<file path="src/rtl/iasc_pkg.sv">
package iasc_pkg;

  localparam int unsigned NUM_W          = 31;
  localparam int unsigned RADIX_W        = 6;
  localparam int unsigned REM_W          = 5;
  localparam int unsigned CHR_W          = 7;
  localparam int unsigned MAX_DIGITS_DEF = 32;
  localparam int unsigned QUEUE_DEPTH    = 2;

  localparam logic [RADIX_W-1:0] RADIX_RESET = 6'd16;
  localparam logic [RADIX_W-1:0] RADIX_MIN   = 6'd2;
  localparam logic [RADIX_W-1:0] RADIX_MAX   = 6'd32;

  localparam logic [CHR_W-1:0] CHR_ZERO   = 7'h30;  // '0'
  localparam logic [CHR_W-1:0] CHR_ALPHA  = 7'h41;  // 'A'
  localparam logic [CHR_W-1:0] CHR_ERROR  = 7'h00;
  localparam logic [REM_W-1:0] DEC_LIMIT  = 5'd10;

  // One queued conversion job.
  typedef struct packed {
    logic [NUM_W-1:0]   number;
    logic [RADIX_W-1:0] radix;
    logic               bad;
  } job_t;

  // Divider result.
  typedef struct packed {
    logic [NUM_W-1:0] quotient;
    logic [REM_W-1:0] remainder;
  } div_res_t;

  function automatic logic [CHR_W-1:0] to_ascii(input logic [REM_W-1:0] v);
    logic [CHR_W-1:0] r;
    if (v < DEC_LIMIT) begin
      r = CHR_ZERO + CHR_W'(v);
    end else begin
      r = CHR_ALPHA + CHR_W'(v - DEC_LIMIT);
    end
    return r;
  endfunction

endpackage

</file>
<file path="src/rtl/iasc_front.sv">
module iasc_front
  import iasc_pkg::*;
(
  input  logic               clk_i,
  input  logic               rst_ni,
  input  logic               cfg_we_i,
  input  logic [RADIX_W-1:0] cfg_wdata_i,
  input  logic               in_valid_i,
  output logic               in_ready_o,
  input  logic [NUM_W-1:0]   in_number_i,
  output logic               job_valid_o,
  input  logic               job_pop_i,
  output job_t               job_o
);

  localparam int unsigned PTR_W = $clog2(QUEUE_DEPTH);
  localparam int unsigned CNT_W = $clog2(QUEUE_DEPTH + 1);

  logic [RADIX_W-1:0] radix_q;
  job_t               queue_q [QUEUE_DEPTH];
  logic [PTR_W-1:0]   wr_ptr_q, rd_ptr_q;
  logic [CNT_W-1:0]   cnt_q;
  logic               push, pop;
  job_t               new_job;

  assign in_ready_o  = (cnt_q != CNT_W'(QUEUE_DEPTH));
  assign job_valid_o = (cnt_q != '0);
  assign push        = in_valid_i && in_ready_o;
  assign pop         = job_pop_i && job_valid_o;
  assign job_o       = queue_q[rd_ptr_q];

  // Classify on entry: radix is captured with the number.
  always_comb begin
    new_job.number = in_number_i;
    new_job.radix  = radix_q;
    new_job.bad    = (radix_q < RADIX_MIN) || (radix_q > RADIX_MAX);
  end

  always_ff @(posedge clk_i or negedge rst_ni) begin
    if (!rst_ni) begin
      radix_q  <= RADIX_RESET;
      wr_ptr_q <= '0;
      rd_ptr_q <= '0;
      cnt_q    <= '0;
    end else begin
      if (cfg_we_i) begin
        radix_q <= cfg_wdata_i;
      end
      if (push) begin
        wr_ptr_q <= (wr_ptr_q == PTR_W'(QUEUE_DEPTH - 1)) ? '0 : wr_ptr_q + 1'b1;
      end
      if (pop) begin
        rd_ptr_q <= (rd_ptr_q == PTR_W'(QUEUE_DEPTH - 1)) ? '0 : rd_ptr_q + 1'b1;
      end
      if (push && !pop) begin
        cnt_q <= cnt_q + 1'b1;
      end else if (pop && !push) begin
        cnt_q <= cnt_q - 1'b1;
      end
    end
  end

  always_ff @(posedge clk_i) begin
    if (push) begin
      queue_q[wr_ptr_q] <= new_job;
    end
  end

endmodule

</file>
<file path="src/rtl/iasc_div.sv">
module iasc_div
  import iasc_pkg::*;
(
  input  logic               clk_i,
  input  logic               rst_ni,
  input  logic               start_i,
  input  logic [NUM_W-1:0]   dividend_i,
  input  logic [RADIX_W-1:0] divisor_i,
  output logic               done_o,
  output div_res_t           res_o
);

  localparam int unsigned STEP_W = $clog2(NUM_W);

  logic               busy_q, done_q;
  logic [STEP_W-1:0]  step_q;
  logic [NUM_W-1:0]   quo_q;
  logic [REM_W-1:0]   rem_q;
  logic [RADIX_W-1:0] div_q;
  logic [RADIX_W-1:0] trial;
  logic               fits;

  // Restoring division, one quotient bit per cycle.
  assign trial = {rem_q, quo_q[NUM_W-1]};
  assign fits  = (trial >= div_q);

  always_ff @(posedge clk_i or negedge rst_ni) begin
    if (!rst_ni) begin
      busy_q <= 1'b0;
      done_q <= 1'b0;
      step_q <= '0;
      quo_q  <= '0;
      rem_q  <= '0;
      div_q  <= '0;
    end else begin
      done_q <= 1'b0;
      if (start_i) begin
        busy_q <= 1'b1;
        step_q <= STEP_W'(NUM_W - 1);
        quo_q  <= dividend_i;
        rem_q  <= '0;
        div_q  <= divisor_i;
      end else if (busy_q) begin
        quo_q <= {quo_q[NUM_W-2:0], fits};
        rem_q <= fits ? REM_W'(trial - div_q) : REM_W'(trial);
        if (step_q == '0) begin
          busy_q <= 1'b0;
          done_q <= 1'b1;
        end else begin
          step_q <= step_q - 1'b1;
        end
      end
    end
  end

  assign done_o          = done_q;
  assign res_o.quotient  = quo_q;
  assign res_o.remainder = rem_q;

endmodule

</file>
<file path="src/rtl/iasc_back.sv">
module iasc_back
  import iasc_pkg::*;
#(
  parameter int unsigned MAX_DIGITS = MAX_DIGITS_DEF
) (
  input  logic             clk_i,
  input  logic             rst_ni,
  input  logic             job_valid_i,
  output logic             job_pop_o,
  input  job_t             job_i,
  output logic             out_valid_o,
  input  logic             out_ready_i,
  output logic [CHR_W-1:0] out_char_o,
  output logic             out_last_o,
  output logic             out_bad_o
);

  localparam int unsigned IDX_W = $clog2(MAX_DIGITS);
  localparam int unsigned CNT_W = $clog2(MAX_DIGITS + 1);

  typedef enum logic [2:0] {
    ST_IDLE,
    ST_DIV,
    ST_READ,
    ST_EMIT,
    ST_ERR
  } state_e;

  state_e             state_q;
  logic [CNT_W-1:0]   n_q, n_next;
  logic [IDX_W-1:0]   rd_idx_q;
  logic [RADIX_W-1:0] base_q;
  logic               start_q;
  logic [NUM_W-1:0]   dividend_q;
  logic               out_valid_q, out_last_q, out_bad_q;
  logic [CHR_W-1:0]   out_char_q;
  logic [CHR_W-1:0]   store_q [MAX_DIGITS];
  logic [CHR_W-1:0]   rd_data_q;
  logic               div_done;
  div_res_t           div_res;
  logic               wr_en;
  logic               out_free;
  logic               out_load;

  iasc_div u_div (
    .clk_i,
    .rst_ni,
    .start_i    (start_q),
    .dividend_i (dividend_q),
    .divisor_i  (base_q),
    .done_o     (div_done),
    .res_o      (div_res)
  );

  assign out_free  = !out_valid_q || out_ready_i;
  // Output register gets a new transaction this cycle.
  assign out_load  = out_free && ((state_q == ST_EMIT) || (state_q == ST_ERR));
  assign job_pop_o = (state_q == ST_IDLE) && job_valid_i;
  // Digits beyond the store depth are dropped (most significant end).
  assign wr_en     = (state_q == ST_DIV) && div_done && (n_q < CNT_W'(MAX_DIGITS));
  assign n_next    = wr_en ? n_q + 1'b1 : n_q;

  always_ff @(posedge clk_i) begin
    if (wr_en) begin
      store_q[n_q[IDX_W-1:0]] <= to_ascii(div_res.remainder);
    end
    rd_data_q <= store_q[rd_idx_q];
  end

  always_ff @(posedge clk_i or negedge rst_ni) begin
    if (!rst_ni) begin
      state_q     <= ST_IDLE;
      n_q         <= '0;
      rd_idx_q    <= '0;
      base_q      <= '0;
      start_q     <= 1'b0;
      dividend_q  <= '0;
      out_valid_q <= 1'b0;
      out_char_q  <= '0;
      out_last_q  <= 1'b0;
      out_bad_q   <= 1'b0;
    end else begin
      start_q <= 1'b0;
      if (out_valid_q && out_ready_i && !out_load) begin
        out_valid_q <= 1'b0;
      end
      case (state_q)
        ST_IDLE: begin
          if (job_valid_i) begin
            if (job_i.bad) begin
              state_q <= ST_ERR;
            end else begin
              base_q     <= job_i.radix;
              dividend_q <= job_i.number;
              start_q    <= 1'b1;
              n_q        <= '0;
              state_q    <= ST_DIV;
            end
          end
        end
        ST_DIV: begin
          // Always at least one pass, so zero gives a single '0'.
          if (div_done) begin
            n_q <= n_next;
            if (div_res.quotient == '0) begin
              rd_idx_q <= IDX_W'(n_next - 1'b1);
              state_q  <= ST_READ;
            end else begin
              dividend_q <= div_res.quotient;
              start_q    <= 1'b1;
            end
          end
        end
        ST_READ: begin
          state_q <= ST_EMIT;
        end
        ST_EMIT: begin
          if (out_free) begin
            out_valid_q <= 1'b1;
            out_char_q  <= rd_data_q;
            out_last_q  <= (rd_idx_q == '0);
            out_bad_q   <= 1'b0;
            if (rd_idx_q == '0) begin
              state_q <= ST_IDLE;
            end else begin
              rd_idx_q <= rd_idx_q - 1'b1;
              state_q  <= ST_READ;
            end
          end
        end
        ST_ERR: begin
          if (out_free) begin
            out_valid_q <= 1'b1;
            out_char_q  <= CHR_ERROR;
            out_last_q  <= 1'b1;
            out_bad_q   <= 1'b1;
            state_q     <= ST_IDLE;
          end
        end
        default: begin
          state_q <= ST_IDLE;
        end
      endcase
    end
  end

  assign out_valid_o = out_valid_q;
  assign out_char_o  = out_char_q;
  assign out_last_o  = out_last_q;
  assign out_bad_o   = out_bad_q;

endmodule

</file>
<file path="src/rtl/integer_to_radix_ascii.sv">
// Integer to ASCII digit string in a programmable base (2..32).
// Input stream: one transaction per number (s_axis_tdata[30:0]).
// Output stream: one transaction per digit, most significant first; tlast marks
// the least significant digit. A base outside 2..32 gives one transaction with
// character 0, tlast = 1 and tuser = 1 instead of digits.
// cfg_we_i/cfg_wdata_i write the base; write it only while the block is idle.
// The base is sampled when a number is accepted.
// Each digit costs one pass of the shared bit-serial divider, after which it is
// written to the digit store; the digits are then read back from the store
// and loaded into the output register one by one. One number is converted at
// a time: the next is taken from the queue only after the last digit of the
// previous one is loaded.
// A 2-entry queue sits between the input side and the converter, so up to two
// numbers are taken while a conversion is running.
// Reset: base returns to 16, queue and output register are emptied.
// A stalled receiver holds the output register; emission of the next digit waits
// until the register frees up, but the next number starts once the last is loaded.
module integer_to_radix_ascii
  import iasc_pkg::*;
#(
  parameter int unsigned MAX_DIGITS = MAX_DIGITS_DEF
) (
  input  logic               clk_i,
  input  logic               rst_ni,
  // Configuration
  input  logic               cfg_we_i,
  input  logic [RADIX_W-1:0] cfg_wdata_i,   // radix
  // Input stream
  input  logic               s_axis_tvalid,
  output logic               s_axis_tready,
  input  logic [31:0]        s_axis_tdata,  // [30:0] number, [31] zero
  // Output stream
  output logic               m_axis_tvalid,
  input  logic               m_axis_tready,
  output logic [7:0]         m_axis_tdata,  // [6:0] digit_char, [7] zero
  output logic               m_axis_tlast,  // last_digit
  output logic               m_axis_tuser   // bad_radix
);

  logic             job_valid, job_pop;
  job_t             job;
  logic [CHR_W-1:0] out_char;

  // Front: base register, classification, job queue.
  iasc_front u_front (
    .clk_i,
    .rst_ni,
    .cfg_we_i,
    .cfg_wdata_i,
    .in_valid_i  (s_axis_tvalid),
    .in_ready_o  (s_axis_tready),
    .in_number_i (s_axis_tdata[NUM_W-1:0]),
    .job_valid_o (job_valid),
    .job_pop_i   (job_pop),
    .job_o       (job)
  );

  // Back: repeated division, digit store, digit emission.
  iasc_back #(
    .MAX_DIGITS (MAX_DIGITS)
  ) u_back (
    .clk_i,
    .rst_ni,
    .job_valid_i (job_valid),
    .job_pop_o   (job_pop),
    .job_i       (job),
    .out_valid_o (m_axis_tvalid),
    .out_ready_i (m_axis_tready),
    .out_char_o  (out_char),
    .out_last_o  (m_axis_tlast),
    .out_bad_o   (m_axis_tuser)
  );

  assign m_axis_tdata = {1'b0, out_char};

endmodule

</file>
<file path="config.mk">
export PLATFORM = sky130hd
export DESIGN_NAME = integer_to_radix_ascii
export DESIGN_NICKNAME = d
export VERILOG_FILES = /design/src/rtl/iasc_pkg.sv /design/src/rtl/iasc_front.sv /design/src/rtl/iasc_div.sv /design/src/rtl/iasc_back.sv /design/src/rtl/integer_to_radix_ascii.sv
export SDC_FILE = /design/constraint.sdc
export NUM_CORES = 1
export LEC_CHECK = 0
export BUFFER_PORTS_ARGS = -buffer_cell sky130_fd_sc_hd__buf_2
export CAP_MARGIN = 20
export CORE_ASPECT_RATIO = 1.2
export CORE_UTILIZATION = 40
export CTS_CLUSTER_SIZE = 40
export DETAILED_ROUTE_END_ITERATION = 8
export PLACE_DENSITY_LB_ADDON = 0.1
export SYNTH_ARGS = -nofsm -noshare
export SYNTH_HDL_FRONTEND = slang
export SYNTH_SLANG_ARGS = --single-unit
</file>
<file path="constraint.sdc">
create_clock -name clk_i -period 3.95 [get_ports clk_i]
set_clock_uncertainty 0.1 [all_clocks]
set_input_delay 0.5925 -clock clk_i [delete_from_list [all_inputs] [get_ports clk_i]]
set_output_delay 0.5925 -clock clk_i [all_outputs]
set_load 0.05 [all_outputs]
</file>
==> results of run 1 <==
==> worst max path at each step <==
stage | from | to | slack, ns | depth (start not counted)
2_1_floorplan | u_front.cnt_q[0] | u_front.queue_q[0][0] | 0.74 | 3
3_3_place_gp | u_back.rd_idx_q[0] | u_back.rd_data_q[6] | 1.04 | 5
3_5_place_dp | u_back.rd_idx_q[0] | u_back.rd_data_q[4] | 1.04 | 5
4_1_cts | u_back.rd_idx_q[0] | u_back.rd_data_q[4] | 1.03 | 5
5_1_grt | u_back.state_q[0] | u_back.store_q[4][2] | 0.87 | 4
6_report | u_back.state_q[0] | u_back.store_q[1][2] | 1.12 | 4
==> metal layers <==
metal	track usage	part of all wire	up-vias
met3	0.0284	0.042	54
met5	0	0	-
li1	-	-	4519
met2	0.294	0.51	186
met4	0.0608	0.026	0
met1	0.213	0.42	4823
==> sequential cells by signal, summed over array words and instances (netlist names), 2 cells and up <==
| signal | count |
|---|---|
| u_back.store_q | 224 |
| u_back.out_char_o | 7 |
| u_back.n_q | 6 |
| u_front.cnt_q | 2 |
| u_front.radix_q | 6 |
| u_back.u_div.div_q | 6 |
| u_back.state_q | 3 |
| u_back.dividend_q | 31 |
| u_back.u_div.rem_q | 5 |
| u_back.rd_data_q | 7 |
| u_back.u_div.step_q | 5 |
| u_back.base_q | 6 |
| u_back.u_div.quo_q | 31 |
| u_back.rd_idx_q | 5 |
| u_front.queue_q | 76 |
==> stage by stage <==
| step | utilization | instances | power, mW | hold WS (ns) |
|---|---|---|---|---|
| 4_1_cts | 0.459 | 1814 | 16.0 | 0.0652 |
| 6_report | 0.459 | 1814 | 15.8 | 0.105 |
| 3_5_place_dp | 0.425 | 1729 | 11.8 | 0.359 |
| 3_3_place_gp | 0.425 | 1729 | 11.7 | 0.360 |
| 5_1_grt | 0.459 | 1814 | 16.7 | 0.0739 |
| 2_1_floorplan | - | 1159 | 10.2 | 0.197 |
==> synthesized netlist by cell type, types with 10 or more instances <==
cell type,number,area (µm²)
edfxtp_1,300,9010
buf_2,12,60.1
nor2_1,66,248
a21oi_1,28,140
dfrtp_1,120,3000
nand3_1,12,60.1
mux2i_1,91,911
clkbuf_1,35,131
nand2_1,107,402
o21ai_0,94,470
mux4_2,56,1260
ha_1,17,213
nor3_1,10,50.1
inv_1,24,90.1
mux2_2,41,462
==> repair_timing <==
action,4_1_cts,5_1_grt
hold endpoints to repair,67,0
hold buffers,1,0
buffers inserted,0,0
resized for setup,0,0
==> power breakdown <==
part	total, mW	switching (mW)	internal (mW)
registers	7.06	0.663	6.40
logic	4.51	2.78	1.73
clock network	4.19	1.73	2.46
total	15.8	5.18	10.6
==> cells by family (layout without fill, tap and decap cells) <==
| group | after synthesis | count (layout) | synth area share |
|---|---|---|---|
| AO/OA/AOI/OAI | 180 | 180 | 0.0608 |
| XOR/XNOR | 16 | 16 | 0.00788 |
| adder cells (fa/ha/maj) | 18 | 18 | 0.0131 |
| buffers and inverters | 89 | 185 | 0.0236 |
| flip-flops | 428 | 428 | 0.685 |
| multiplexers | 188 | 188 | 0.148 |
| other | 1 | 1 | 0.000211 |
| AND/OR/NAND/NOR | 239 | 239 | 0.0618 |
==> worst register-to-register path: stages, from the launching register on <==
cell and delay [ns]:
dfrtp_1 0.62, nand4bb_4 0.29, nor2_1 0.30, nand2_1 0.41, nor2_1 0.75
==> final cells by class <==
class / count / area share
sequential: 428 / 0.606
timing repair buffer: 76 / 0.0223
multi-input combinational: 642 / 0.260
clock buffer: 61 / 0.0615
inverter: 25 / 0.00466
clock inverter: 23 / 0.0113
tap: 559 / 0.0348
==> impl_metrics.csv, run 1 <==
group,metric,value,unit
critical_path,reg2reg_depth,4,
sta,fmax,0.353,GHz
sta,finalSetupViolCount,0,
synthesis,synth_ff_type,"edfxtp_1",
clocking,cts_buffer_depth,3,
floorplan,ioPinCount,55,
sta,period_share,0.717,
clocking,clkTransAtPathRegs,0.06,ns
final_layout,finalNetCount,1279,
critical_path,rrSetupSlack,1.12,ns
critical_path,critical_path_arrival,2.94,ns
place,place_congestion,0.751,
worst_hold_path,whs_endpoint,"u_front.queue_q[0][13]",
floorplan,die_area,45300,µm²
global_routing,grt_antenna_before_repair,0,
synthesis,syn_inst,1159,
sta,slew_violations,0,
final_layout,multiInputGateArea,5230,µm²
final_layout,area_growth,13.1,%
synthesis,yosysSeqAreaShare,0.685,
sta,final.setup.tns,0,ns
sta,slew_headroom,0.310,
synthesis,synth-seq-cells,428,
global_routing,grt_pass1_wl,57900,µm
drt,vias,9582,
floorplan,rows,84,
critical_path,critPathMostFrequentCell,"nor2_1",
synthesis,synth_cell_type_count,71,
power_and_ir_drop,peakVddDrop,0.000432,V
clocking,root_buffer,"clkbuf_16",
clocking,cts_made_buffers,45,
sta,worst_slew_pin_slew,1.03,ns
floorplan,core_area,43800,µm²
critical_path,worstSetupEndpointType,"register",
global_routing,track_usage,0.169,
global_routing,grt_max_degree,70,
critical_path,worstPathRequired,4.06,ns
final_layout,antennaDiodeCount,0,
drt,ant_nets,0,
place,placement.cell_area,18600,µm²
worst_hold_path,min-delay-start,"s_axis_tdata[6]",
clocking,htreeDepth,2,
clocking,insertion_delay,0.58,ns
sta,setup_ws,1.12,ns
place,place_ws,1.04,ns
drt,wire_per_inst,20.3,µm
power_and_ir_drop,powerDensity,784,nW/µm²
critical_path,path_max_fanout,15,
place,hpwl,22700,µm
clocking,cts_tree,"done",
worst_hold_path,hold_depth,1,
sta,hold_viol,0,
critical_path,cp_cell_sequence,"nand4bb_4 -> nor2_1 -> nand2_1 -> nor2_1",
drt,drtIter0Drc,552,
synthesis,async_reset_ff_frac,0.283,
worst_hold_path,hold_path.class,"primary input to register",
synthesis,synth-edff-count,300,
final_layout,drive_gt1_frac,0.207,
floorplan,die_y,233,µm
sta,rsz0062_at_grt,"no",
synthesis,yosys_warnings,0,
synthesis,synth_fp_nets,1220,
critical_path,start_kind,"register",
final_layout,final_common_cell,"edfxtp_1",
power_and_ir_drop,leakage,7.56,nW
critical_path,critPathBufInv,0,
final_layout,most-common-layout-cells,"edfxtp_1 (300), dfrtp_1 (115), nand2_1 (107), o21ai_0 (94), mux2i_1 (90)",
run,maxCapViolCount,0,
critical_path,slowest_stage,"nor2_1",
sta,period_minus_slack,2.83,ns
synthesis,syn_area,17800,µm²
synthesis,syn_avg_cell_area,15.3,µm²
floorplan,die_w,195,µm
critical_path,crit_family,"simple AND/OR/NAND/NOR gates",
run_status,run_status,"finished clean",
place,port-buffer-count,52,
clocking,clkSinkCount,428,
drt,viasPerCell,5.28,
floorplan,start_util,0.406,
critical_path,rr_startpoint,"u_back.state_q[0]",
critical_path,critPathMaxStageDelay,0.75,ns
global_routing,grt_remaining_overflow,0,
drt,dr.pass1.iters,4,
critical_path,rr_endpoint,"u_back.store_q[1][2]",
drt,drc_errors,0,
global_routing,grt_pass1_vias,9927,
critical_path,crit_type,"register to register",
final_layout,nFillCells,3868,
drt,wl,36900,µm
final_layout,design_area,20100,µm²
final_layout,ff_latch_area,12200,µm²
No activity file was read; power rests on OpenSTA's default activity.
==> run 2: changes to the inputs <==
==> constraint.sdc (replaced) <==
create_clock -name clk_i -period 2.59 [get_ports clk_i]
set_clock_uncertainty 0.1 [all_clocks]
set_input_delay 0.3885 -clock clk_i [delete_from_list [all_inputs] [get_ports clk_i]]
set_output_delay 0.3885 -clock clk_i [all_outputs]
set_load 0.05 [all_outputs]
==> impl_metrics.csv, run 2 (same netlist as run 1, synthesis figures left out) <==
group,metric,value,unit
run_status,run_status,"finished clean",
clocking,clkSinkCount,428,
clocking,clkTransAtPathRegs,0.06,ns
sta,worst_slew_pin_slew,0.699,ns
critical_path,worstPathRequired,2.91,ns
global_routing,grt_max_degree,51,
sta,rsz0062_at_grt,"yes",
place,port-buffer-count,52,
run,maxCapViolCount,0,
final_layout,most-common-layout-cells,"edfxtp_1 (300), dfrtp_1 (115), nand2_1 (107), o21ai_0 (94), mux2i_1 (90)",
sta,slew_violations,0,
critical_path,cp_cell_sequence,"inv_1 -> ha_1 -> inv_1 -> fa_1 -> a21o_1 -> a21oi_1 -> o21ai_1 -> a2111oi_0 -> a211oi_1",
final_layout,final_cell_count_no_fill,1902,
place,dp.cells,1782,
critical_path,slowest_stage,"a2111oi_0",
floorplan,die_y,233,µm
clocking,htreeDepth,2,
drt,drtIter0Drc,512,
global_routing,grt_pass1_wl,58000,µm
global_routing,track_usage,0.170,
sta,slew_headroom,0.534,
final_layout,final_util,0.478,
sta,period_minus_slack,2.45,ns
sta,finalSetupViolCount,0,
place,place_congestion,0.799,
power_and_ir_drop,leakage,8.02,nW
critical_path,worstSetupEndpointType,"register",
global_routing,grt_remaining_overflow,0,
final_layout,drive_gt1_frac,0.233,
final_layout,largest_reg_flops,224,
drt,dr.pass1.iters,5,
floorplan,start_util,0.406,
clocking,root_buffer,"clkbuf_16",
place,hpwl,23700,µm
global_routing,grt_pass1_vias,10160,
worst_hold_path,hold_path.class,"primary input to register",
floorplan,die_w,195,µm
global_routing,grt_antenna_before_repair,0,
critical_path,crit_family,"compound AO/OA/AOI/OAI gates",
drt,wire_per_inst,19.6,µm
clocking,cts_made_buffers,45,
sta,final.setup.tns,0,ns
final_layout,finalNetCount,1369,
clocking,cts_buffer_depth,3,
critical_path,critPathMostFrequentCell,"inv_1",
drt,wl,37300,µm
clocking,insertion_delay,0.57,ns
floorplan,die_area,45300,µm²
drt,viasPerCell,5.13,
critical_path,critical_path_arrival,2.78,ns
final_layout,antennaDiodeCount,0,
final_layout,area_growth,17.8,%
critical_path,crit_type,"register to register",
power_and_ir_drop,powerDensity,1160,nW/µm²
floorplan,rows,84,
drt,vias,9762,
clocking,cts_tree,"done",
floorplan,ioPinCount,55,
sta,hold_viol,0,
critical_path,start_kind,"register",
clocking,cts_setup_buffers,0,
floorplan,core_area,43800,µm²
final_layout,final_common_cell,"edfxtp_1",
drt,ant_nets,0,
sta,fmax,0.408,GHz
critical_path,path_max_fanout,7,
power_and_ir_drop,peakVddDrop,0.000679,V
drt,drc_errors,0,
sta,period_share,0.947,
critical_path,critPathBufInv,2,
critical_path,critPathMaxStageDelay,0.49,ns
-- run 2: cell types whose count changed in the layout (fill, tap and decap cells not counted), sizes merged --
cell / delta
buf: +53
dlygate4sd3: +37
clkinv: -8
clkbuf: +7
bufinv: -2
inv: +1
-- run 2: per-layer routing --
metal | vias up | part of all wire | GRT usage
met4 | 0 | 0.016 | 0.0414
met1 | 4906 | 0.42 | 0.198
li1 | 4686 | - | -
met2 | 124 | 0.53 | 0.320
met5 | - | 0 | 0
met3 | 46 | 0.036 | 0.0307
-- run 2: worst paths after layout --
path / startpoint / endpoint / slack [ns] / cells after the start
setup / recovery: u_back.u_div.quo_q[30] / u_back.u_div.rem_q[3] / 0.14 / 9
hold / removal: m_axis_tready / u_back.out_bad_o / 0.04 / 3
setup reg to reg: u_back.u_div.quo_q[30] / u_back.u_div.rem_q[3] / 0.14 / 9
hold reg to reg: u_back.rd_data_q[6] / u_back.out_char_o[6] / 0.36 / 2
max in group asynchronous: rst_ni / u_front.radix_q[4] / 1.46 / 3
min in group asynchronous: rst_ni / u_back.u_div.quo_q[24] / 0.24 / 2
-- run 2: area by class of cell --
| cell class | count | area [µm²] |
|---|---|---|
| Fill cell | 3815 | 22900 |
| Timing Repair Buffer | 166 | 1320 |
| Tap cell | 559 | 699 |
| Inverter | 25 | 93.8 |
| Sequential cell | 428 | 12200 |
| Multi-Input combinational cell | 642 | 5230 |
| Clock inverter | 14 | 119 |
| Clock buffer | 68 | 1320 |
-- run 2: through the flow --
step / worst slack [ns] / hold WS (ns) / area [µm²] / power (mW)
5_1_grt: -0.0548 / 0.0364 / 21000 / 25.7
3_3_place_gp: 0.202 / 0.274 / 19100 / 18.1
3_5_place_dp: 0.155 / 0.276 / 19100 / 18.3
6_report: 0.139 / 0.0375 / 21000 / 24.3
2_1_floorplan: 0.168 / -0.00709 / 17800 / 15.6
4_1_cts: 0.133 / 0.00369 / 21000 / 24.7
-- run 2: timing repair --
action / 4_1_cts / 5_1_grt
hold buffers: 38 / 0
setup endpoints to repair: 0 / 4
resized for setup: 0 / 3
hold endpoints to repair: 115 / 0
-- run 2: report_power, final --
group | internal, mW | total [mW] | switching [mW]
clock network | 3.70 | 6.28 | 2.58
logic | 2.94 | 7.51 | 4.57
registers | 9.76 | 10.5 | 0.745
total | 16.4 | 24.3 | 7.90
-- run 2: worst register-to-register path: cells and delay by family, from the launching register on --
kind            cells  cell delay, ns
compound gates      5            1.19
fa+ha+maj           2            0.54
buf+inv             2            0.10
flops               1            0.38
==> run 3: changes to the inputs <==
--- a/config.mk
+++ b/config.mk
@@ -11,7 +11,7 @@
 export CORE_UTILIZATION = 40
 export CTS_CLUSTER_SIZE = 40
 export DETAILED_ROUTE_END_ITERATION = 8
-export PLACE_DENSITY_LB_ADDON = 0.1
+export PLACE_DENSITY = 0.63
 export SYNTH_ARGS = -nofsm -noshare
 export SYNTH_HDL_FRONTEND = slang
 export SYNTH_SLANG_ARGS = --single-unit
==> impl_metrics.csv, run 3 (same netlist as run 1, synthesis figures left out) <==
group,metric,value,unit
run_status,run_status,"finished clean",
global_routing,met1_usage,0.191,
floorplan,die_w,195,µm
drt,drtIter0Drc,637,
place,placement.cell_area,19100,µm²
global_routing,grt_pass1_wl,55600,µm
place,hpwl,22500,µm
final_layout,most-common-layout-cells,"edfxtp_1 (300), dfrtp_1 (115), nand2_1 (107), o21ai_0 (94), mux2i_1 (90)",
drt,vias,9925,
global_routing,use_met2,0.283,
clocking,htreeDepth,2,
critical_path,worstSetupEndpointType,"register",
critical_path,start_kind,"register",
critical_path,reg2reg_depth,9,
global_routing,track_usage,0.157,
global_routing,grt-busiest-layer,"met2",
clocking,cts_buffer_depth,3,
sta,finalSetupViolCount,0,
global_routing,met3_usage,0.0251,
final_layout,final_util,0.478,
power_and_ir_drop,leakage,8.03,nW
drt,ant_nets,0,
critical_path,rrSetupSlack,0.13,ns
drt,dr.pass1.iters,5,
floorplan,start_util,0.406,
floorplan,ioPinCount,55,
sta,period_minus_slack,2.46,ns
floorplan,die_y,233,µm
sta,slew_violations,0,
sta,hold_ws,0.00355,ns
power_and_ir_drop,peakVddDrop,0.000592,V
place,place_congestion,0.791,
sta,period_share,0.949,
drt,wl,34900,µm
sta,worst_slew_pin_slew,0.694,ns
worst_hold_path,hold_path.class,"primary input to register",
floorplan,rows,84,
clocking,clkTransAtPathRegs,0.06,ns
critical_path,path_max_fanout,7,
clocking,cts_tree,"done",
power_and_ir_drop,powerDensity,1150,nW/µm²
sta,hold_viol,0,
global_routing,grt_remaining_overflow,0,
clocking,clkSinkCount,428,
floorplan,core_area,43800,µm²
drt,drc_errors,0,
critical_path,crit_type,"register to register",
clocking,insertion_delay,0.55,ns
sta,fmax,0.407,GHz
sta,rsz0062_at_grt,"no",
global_routing,grt_antenna_before_repair,0,
sta,slew_headroom,0.538,
drt,viasPerCell,5.22,
clocking,cts_setup_buffers,0,
final_layout,area_growth,17.9,%
final_layout,design_area,21000,µm²
power_and_ir_drop,power,24.1,mW
sta,final.setup.tns,0,ns
critical_path,critical_path_arrival,2.77,ns
run,maxCapViolCount,0,
place,port-buffer-count,52,
final_layout,nFillCells,3746,
critical_path,worstPathRequired,2.91,ns
clocking,root_buffer,"clkbuf_16",
floorplan,die_area,45300,µm²
worst_hold_path,hold_depth,2,
final_layout,finalNetCount,1365,
clocking,cts_made_buffers,45,
final_layout,antennaDiodeCount,0,
final_layout,drive_gt1_frac,0.237,
final_layout,largest_reg_flops,224,
global_routing,grt_pass1_vias,10166,
global_routing,grt_max_degree,74,
final_layout,final_common_cell,"edfxtp_1",
drt,wire_per_inst,18.4,µm
## run 3: changes by cell type in the layout (fill, tap and decap cells not counted), moves of 2 or more
| cell | before | now |
|---|---|---|
| clkinv_2 | 3 | 10 |
| clkbuf_1 | 15 | 11 |
| clkbuf_8 | 6 | 4 |
| a2111oi_0 | 1 | 3 |
| a2111oi_1 | 3 | 0 |
| buf_4 | 68 | 65 |
## run 3: final timing paths
kind | to | startpoint
setup / recovery | u_back.u_div.rem_q[2] | u_back.u_div.quo_q[30]
hold / removal | u_front.radix_q[4] | cfg_wdata_i[4]
setup reg to reg | u_back.u_div.rem_q[2] | u_back.u_div.quo_q[30]
hold reg to reg | u_back.out_char_o[4] | u_back.rd_data_q[4]
max in group asynchronous | u_front.radix_q[4] | rst_ni
min in group asynchronous | u_back.u_div.quo_q[25] | rst_ni
## run 3: critical path, stage by stage (launching register included)
cell and delay [ns]:
dfrtp_1 0.37, inv_1 0.06, ha_1 0.16, inv_1 0.06
fa_1 0.41, a21o_1 0.18, a21oi_1 0.22, o21ai_1 0.21
a21o_1 0.29, a311o_1 0.29
## run 3: final cells by class
class                           instances  area [µm²]  share of cell area
Clock buffer                           62        1270              0.0607
Clock inverter                         22         188             0.00895
Inverter                               25        93.8             0.00448
Multi-Input combinational cell        642        5230               0.250
Sequential cell                       428       12200               0.581
Tap cell                              559         699              0.0334
Timing Repair Buffer                  162        1290              0.0617
## run 3: timing repair
item | 4_1_cts | 5_1_grt
setup endpoints to repair | 0 | 1
endpoints found under the hold margin | 110 | 1
hold buffers | 36 | 1
gates resized for setup | 0 | 2
## run 3: per-layer routing
metal / part of all wire / wire length [µm] / vias to the layer above
li1: - / - / 4690
met1: 0.41 / 14400 / 5014
met2: 0.52 / 18300 / 164
met3: 0.036 / 1250 / 57
met4: 0.027 / 960 / 0
met5: 0 / 0 / -
## run 3: power breakdown
group / switching (mW) / internal, mW
combinational: 4.42 / 2.88
clock: 2.52 / 3.74
sequential: 0.796 / 9.76
total: 7.74 / 16.4
## run 3: through the flow
| step | setup slack (ns) | cells |
|---|---|---|
| global route | 0.00317 | 1900 |
| finish | 0.132 | 1900 |
| floorplan | 0.168 | 1159 |
| global placement | 0.195 | 1779 |
| CTS | 0.125 | 1899 |
| detailed placement | 0.148 | 1779 |
